## config.mk

```make
export PLATFORM = sky130hd
export DESIGN_NAME = fpec_ctrl
export DESIGN_NICKNAME = d
export VERILOG_FILES = /design/src/hw/rtl/fpec_pkg.sv /design/src/hw/rtl/fpec_ctrl.sv
export SDC_FILE = /design/constraint.sdc
export NUM_CORES = 1
export LEC_CHECK = 0
export BUFFER_PORTS_ARGS = -buffer_cell sky130_fd_sc_hd__buf_2
export CAP_MARGIN = 10
export CORE_ASPECT_RATIO = 1.75
export CORE_MARGIN = 1.5
export CORE_UTILIZATION = 25
export CTS_CLUSTER_SIZE = 20
export DETAILED_ROUTE_END_ITERATION = 7
export HOLD_SLACK_MARGIN = 0.15
export MAX_ROUTING_LAYER = met4
export SLEW_MARGIN = 0
export SYNTH_ARGS = -nofsm -noshare
export SYNTH_HDL_FRONTEND = slang
export SYNTH_SLANG_ARGS = --single-unit
export TNS_END_PERCENT = 100
```

## constraint.sdc

```tcl
create_clock -name clk -period 6.26 [get_ports clk]
set_input_delay 0.939 -clock clk [delete_from_list [all_inputs] [get_ports clk]]
set_output_delay 0.939 -clock clk [all_outputs]
set_load 0.02 [all_outputs]
```

## src/hw/rtl/fpec_pkg.sv

```systemverilog
package fpec_pkg;

    localparam int FRAC_BITS_DEF = 16;
    localparam logic [31:0] RADIUS_SCALE_RST = 32'd3 << (FRAC_BITS_DEF - 1);

    localparam logic [2:0] FUNC_LOAD_PROJ = 3'd0;
    localparam logic [2:0] FUNC_LOAD_VIEW = 3'd1;
    localparam logic [2:0] FUNC_BUILD     = 3'd2;
    localparam logic [2:0] FUNC_SPHERE    = 3'd3;
    localparam logic [2:0] FUNC_POINT     = 3'd4;

    typedef struct packed {
        logic [2:0]         func;
        logic [3:0]         elem_index;
        logic signed [31:0] elem_value;
        logic signed [31:0] pos_x;
        logic signed [31:0] pos_y;
        logic signed [31:0] pos_z;
        logic [30:0]        sphere_radius;
    } in_item_t;

    typedef struct packed {
        logic inside_res;
        logic degenerate;
    } out_item_t;

    // datapath operations issued by the controller
    typedef enum logic [3:0] {
        OP_NONE     = 4'd0,
        OP_LOAD     = 4'd1,
        OP_CLIP_MAC = 4'd2,
        OP_CLIP_WR  = 4'd3,
        OP_RAW      = 4'd4,
        OP_SQ_MAC   = 4'd5,
        OP_SQRT     = 4'd6,
        OP_DIV      = 4'd7,
        OP_DIST_MAC = 4'd8,
        OP_DIST_CMP = 4'd9,
        OP_SR       = 4'd10
    } op_t;

    typedef struct packed {
        op_t        op;
        logic [4:0] idx_a;   // clip element / plane
        logic [1:0] idx_k;   // inner index
        logic       first;   // clear accumulator / start unit
    } dp_cmd_t;

    typedef struct packed {
        logic unit_done;
    } dp_stat_t;

endpackage

```

## src/hw/rtl/fpec_ctrl.sv

```systemverilog
module fpec_ctrl (
    input  logic              clk,
    input  logic              rst_n,
    input  logic              start,
    input  logic [2:0]        func,
    input  fpec_pkg::dp_stat_t stat,
    output fpec_pkg::dp_cmd_t cmd,
    output logic              busy,
    output logic              done
);
    import fpec_pkg::*;

    typedef enum logic [10:0] {
        S_IDLE   = 11'b00000000001,
        S_CLIP   = 11'b00000000010,
        S_CLIPWR = 11'b00000000100,
        S_RAW    = 11'b00000001000,
        S_SQ     = 11'b00000010000,
        S_SQRT   = 11'b00000100000,
        S_DIV    = 11'b00001000000,
        S_SR     = 11'b00010000000,
        S_DMAC   = 11'b00100000000,
        S_DCMP   = 11'b01000000000,
        S_DONE   = 11'b10000000000
    } state_t;

    state_t     state_reg, state_next;
    logic [4:0] a_reg, a_next;
    logic [1:0] k_reg, k_next;
    logic       first_reg, first_next;

    always_comb
    begin
        state_next = state_reg;
        a_next     = a_reg;
        k_next     = k_reg;
        first_next = 1'b0;
        cmd        = '{op: OP_NONE, idx_a: a_reg, idx_k: k_reg, first: first_reg};
        case (state_reg)
            S_IDLE:
            begin
                if (start)
                begin
                    cmd.op = OP_LOAD;
                    a_next = '0;
                    k_next = '0;
                    first_next = 1'b1;
                    if (func == FUNC_BUILD)
                        state_next = S_CLIP;
                    else if (func == FUNC_SPHERE || func == FUNC_POINT)
                        state_next = S_SR;
                    else
                        state_next = S_DONE;
                end
            end
            S_CLIP:
            begin
                cmd.op = OP_CLIP_MAC;
                k_next = k_reg + 2'd1;
                if (k_reg == 2'd3)
                    state_next = S_CLIPWR;
            end
            S_CLIPWR:
            begin
                cmd.op     = OP_CLIP_WR;
                first_next = 1'b1;
                a_next     = a_reg + 5'd1;
                if (a_reg == 5'd15)
                begin
                    a_next     = '0;
                    state_next = S_RAW;
                end
                else
                    state_next = S_CLIP;
            end
            S_RAW:
            begin
                cmd.op     = OP_RAW;
                first_next = 1'b1;
                k_next     = '0;
                state_next = S_SQ;
            end
            S_SQ:
            begin
                cmd.op = OP_SQ_MAC;
                k_next = k_reg + 2'd1;
                if (k_reg == 2'd2)
                begin
                    k_next     = '0;
                    first_next = 1'b1;
                    state_next = S_SQRT;
                end
            end
            S_SQRT:
            begin
                cmd.op = OP_SQRT;
                if (stat.unit_done)
                begin
                    cmd.op     = OP_NONE;
                    first_next = 1'b1;
                    state_next = S_DIV;
                end
            end
            S_DIV:
            begin
                cmd.op = OP_DIV;
                if (stat.unit_done)
                begin
                    cmd.op     = OP_NONE;
                    first_next = 1'b1;
                    k_next     = k_reg + 2'd1;
                    if (k_reg == 2'd3)
                    begin
                        k_next = '0;
                        a_next = a_reg + 5'd1;
                        state_next = (a_reg == 5'd5) ? S_DONE : S_RAW;
                    end
                end
            end
            S_SR:
            begin
                cmd.op     = OP_SR;
                a_next     = '0;
                k_next     = '0;
                first_next = 1'b1;
                state_next = S_DMAC;
            end
            S_DMAC:
            begin
                cmd.op = OP_DIST_MAC;
                k_next = k_reg + 2'd1;
                if (k_reg == 2'd2)
                begin
                    k_next     = '0;
                    state_next = S_DCMP;
                end
            end
            S_DCMP:
            begin
                cmd.op     = OP_DIST_CMP;
                first_next = 1'b1;
                a_next     = a_reg + 5'd1;
                state_next = (a_reg == 5'd5) ? S_DONE : S_DMAC;
            end
            S_DONE:
                state_next = S_IDLE;
            default:
                state_next = S_IDLE;
        endcase
    end

    always_ff @(posedge clk or negedge rst_n)
    begin
        if (!rst_n)
        begin
            state_reg <= S_IDLE;
            a_reg     <= '0;
            k_reg     <= '0;
            first_reg <= 1'b0;
        end
        else
        begin
            state_reg <= state_next;
            a_reg     <= a_next;
            k_reg     <= k_next;
            first_reg <= first_next;
        end
    end

    assign busy = (state_reg != S_IDLE);
    assign done = (state_reg == S_DONE);

endmodule

```

# Word-level counts from Yosys, hierarchy flattened
# Cells that the tools add are included.
# classes
n_eq_ne	26
n_addsub	2
n_reduce_logical	10
n_mux	31
# ops
cell	count
11-bit two-way mux	11
11-bit case mux with 10 select lines	1
4-bit case mux with 10 select lines	1
5-bit case mux with 5 select lines	1
5-bit two-way mux	4
2-bit inequality test (second input constant)	7
11-bit by 1-bit == test with 1-bit output (second input constant)	1
11-bit by 10-bit == test with 1-bit output (second input constant)	1
11-bit == test (second input constant)	1
11-bit by 2-bit == test with 1-bit output (second input constant)	1
11-bit by 3-bit == test with 1-bit output (second input constant)	1
11-bit by 4-bit == test with 1-bit output (second input constant)	1
11-bit by 5-bit == test with 1-bit output (second input constant)	1
11-bit by 6-bit == test with 1-bit output (second input constant)	1
11-bit by 7-bit == test with 1-bit output (second input constant)	1
11-bit by 8-bit == test with 1-bit output (second input constant)	1
11-bit by 9-bit == test with 1-bit output (second input constant)	1
11-bit by 1-bit inequality test with 1-bit output (second input constant)	1
2-bit case mux with 5 select lines	1
5-bit nonzero test	2
2-bit two-way mux	4
7-bit AND reduction	1
3-bit by 2-bit == test with 1-bit output (second input constant)	2
3-bit two-way mux	2
other kinds (14)	20
# totals
output_inout_bits	14
ff_bits	19
input_bits	7

# Logic depth before layout (Yosys ltp)
# depth
word_depth	6
depth_mapped	7
depth_no_buf	7

# Least setup slack after synthesis
# OpenSTA, ideal clock, no wires.
# synth_path
path_kind	register -> output
startpoint	register state_reg[1]
endpoint	output cmd[9] in the netlist's numbering
slack_ns	3.547
required_time_ns	5.321
arrival_time_ns	1.774
stages_incl_launch_ff	6
path_buffers	1
cell_sequence	dfrtp_1 -> buf_4 -> nor4_4 -> nand2_1 -> or4_4 -> nand3_1
# synth_rtl
item	line_no	source
start, declared	fpec_ctrl.sv:27	state_t state_reg, state_next;
start signal, assigned	fpec_ctrl.sv:163	state_reg <= state_next;
end, declared	fpec_ctrl.sv:7	output fpec_pkg::dp_cmd_t cmd,

==> flow_metrics.env <==
export IMPL_status="finished, final reports clean"
export IMPL_vias_per_cell=5.33
export IMPL_cts_tree="built"
export IMPL_synthCells=176
export IMPL_cp_start_kind="flop"
export IMPL_path_clk_slew_ns=0.08
export IMPL_cts_setup_buffers=0
export IMPL_fmax_ghz=0.298
export IMPL_end_kind="output port"
export IMPL_largest_reg_flops=11
export IMPL_first_pass_iters=4
export IMPL_dieWidth_um=63.0
export IMPL_synth_common_cells="dfrtp_1, nor2_1, nand4_1, nand2_1, nor3_1"
export IMPL_hp_start="a_reg[1]"
export IMPL_period_needed_ns=3.35
export IMPL_postSynthAreaPerCell_um2=8.94
export IMPL_criticalPathCategory="flop to output port"
export IMPL_ys_ff_latch=19
export IMPL_htree_levels=1
export IMPL_start_util_pct=25.6
export IMPL_vias=1435
export IMPL_cp_required_ns=5.32
export IMPL_cts_hold_buf=0
export IMPL_maxSlewHeadroom_pct=31.1
export IMPL_finalWirelength_um=4250
export IMPL_path_cells="nor4_2, nand4_1, nand3_1, buf_2"
export IMPL_grt_start_max_net_pins=20
export IMPL_r2r_start="state_reg[5]"
export IMPL_ys_flop_type="dfrtp_1"
export IMPL_clock_root_buffer="clkbuf_8"
export IMPL_slew_violations=0
export IMPL_setup_tns_ns=0
export IMPL_place_gp_congestion=0.876
export IMPL_max_slew_worst_pin_slew_ns=1.01
export IMPL_area_delta_synth_final_pct=11.5
export IMPL_synth_seq_area_share_pct=30.3
export IMPL_drc=0
export IMPL_cp_arrival_ns=2.41
export IMPL_clock_latency_ns=0.26
export IMPL_maxCapViolCount=0
export IMPL_path_delay_family="simple AND/OR/NAND/NOR gates"
export IMPL_clockBufferDepth=2
export IMPL_synth_edff_count=0
export IMPL_antenna_found_initial=0
export IMPL_netlist_cell_type_count=54
export IMPL_post_cts_resized=0
export IMPL_antenna_left=0
export IMPL_synth_top_cell_area_share_pct=28.6
export IMPL_avgRoutedWirePerCell_um=15.8
export IMPL_cts_buffers_inserted=3
export IMPL_grt_pass1_wl_um=6810
export IMPL_core_area_um2=6130
export IMPL_drive_gt1_share_pct=19.6
export IMPL_post_route_period_util_pct=53.5
export IMPL_synth_top_area_cell="dfrtp_1"
export IMPL_synth_warnings=0
export IMPL_crit_start="state_reg[5]"
export IMPL_fin_skew_ns=0.00909
export IMPL_synthTopCellsByArea="dfrtp_1, ha_1, nand4_1, xor2_1, nor2_1"
export IMPL_die_area_um2=6790
export IMPL_p_leak_nw=0.813
export IMPL_grtUsageTotal_pct=13.2
export IMPL_critPathMaxStageDelay_ns=0.87
export IMPL_num_rows=38
export IMPL_die_height_um=108
export IMPL_nets=205
export IMPL_drt_iter0_markers=93
export IMPL_holdCritPathClass="flop to flop"
export IMPL_setup_viol=0
export IMPL_crit_buf_inv=1
export IMPL_io_pin_count=21
export IMPL_synth_most_common_cell="dfrtp_1"
export IMPL_finalWorstSetupSlack_ns=2.91
export IMPL_hpwl_um=3400
export IMPL_crit_fanout=14
export IMPL_netlist_area_um2=1570
export IMPL_slowest_stage="nor4_2"
export IMPL_synth_nets=191
export IMPL_final_hold_viol_count=0
export IMPL_cts_sinks=19
export IMPL_power_density_nw_per_um2=324
export IMPL_synthArstFlopShare_pct=100
export IMPL_rsz0062_at_grt="no"
export IMPL_vdd_drop_max_v=0.0000946
export IMPL_io_buffers=20
export IMPL_diodes=0
export IMPL_overflow=0
export IMPL_grt_pass1_vias=1407
export IMPL_pre_cts_ws_ns=3.23
## worst paths after layout
check | to | slack, ns | depth (start not counted)
setup / recovery | cmd[9] | 2.91 | 4
hold / removal | a_reg[1] | 0.57 | 2
setup reg to reg | a_reg[3] | 3.53 | 5
hold reg to reg | a_reg[1] | 0.57 | 2
max in group asynchronous | state_reg[0] | 5.29 | 1
min in group asynchronous | state_reg[1] | 0.62 | 1
## cell type report
| class | instances | area, um^2 |
|---|---|---|
| Clock buffer | 4 | 45.0 |
| Inverter | 7 | 26.3 |
| Sequential cell | 19 | 477 |
| Tap cell | 80 | 100 |
| Fill cell | 659 | 4380 |
| Multi-Input combinational cell | 139 | 1010 |
| Timing Repair Buffer | 20 | 100 |
## cell usage in the layout (no fill, tap or decap), types with 2 or more instances in the layout
cell,synthesis,routed
xor2_1,7,7
dfrtp_1,18,18
nor2b_1,3,3
clkbuf_8,0,3
o31ai_1,3,3
buf_2,6,20
and4_1,5,5
a21o_1,2,2
nand2b_1,5,5
a21oi_1,5,5
nor4_4,2,2
mux2i_1,2,2
inv_1,7,7
nor4b_1,2,2
ha_1,8,8
mux2_4,2,2
nor2_1,15,15
nand2_1,12,12
o21ai_0,6,6
a22oi_1,2,2
nand4_1,13,13
xnor2_1,2,2
nor3_1,9,9
nand3_1,8,8
## logic make-up (layout without fill, tap and decap cells)
logic type / Yosys count / count (layout) / share of synthesized area (%)
multiplexers: 4 / 4 / 3.18
AND/OR/NAND/NOR: 88 / 88 / 35.2
buffers and inverters: 18 / 31 / 5.73
adder cells (fa/ha/maj): 8 / 8 / 6.36
AO/OA/AOI/OAI: 30 / 30 / 14.2
flip-flops: 19 / 19 / 30.3
XOR/XNOR: 9 / 9 / 5.01
## metrics by stage
| stage | hold slack, ns | cell area [um^2] | power (W) | util [%] | instances |
|---|---|---|---|---|---|
| 2_1_floorplan | 0.631 | 1570 | 0.000411 | - | 176 |
| 3_3_place_gp | 0.549 | 1710 | 0.000481 | 27.9 | 265 |
| 3_5_place_dp | 0.565 | 1710 | 0.000482 | 27.9 | 265 |
| 4_1_cts | 0.585 | 1750 | 0.000570 | 28.6 | 269 |
| 5_1_grt | 0.623 | 1750 | 0.000602 | 28.6 | 269 |
| 6_report | 0.574 | 1750 | 0.000568 | 28.6 | 269 |
## report_power, final
| part | internal, W | leakage, nW | switching [W] |
|---|---|---|---|
| logic | 0.000117 | 0.531 | 0.000187 |
| clock network | 0.0000453 | 0.0228 | 0.0000417 |
| registers | 0.000141 | 0.260 | 0.0000360 |
| total | 0.000303 | 0.813 | 0.000265 |
## worst register-to-register path, delay by kind of cell, from the launching register on
kind,cells,cell delay [ns]
AO/OA/AOI/OAI,2,0.40
flip-flops,1,0.54
AND/OR/NAND/NOR,3,1.72
## layer usage
| layer | vias up | GRT usage (%) | routed length, um |
|---|---|---|---|
| li1 | 681 | - | - |
| met2 | 46 | 23.6 | 2240 |
| met4 | 0 | 8.89 | 276 |
| met1 | 688 | 13.2 | 1590 |
| met5 | - | - | 0 |
| met3 | 20 | 1.78 | 146 |
Note: power is estimated with default switching activity, not from simulation.
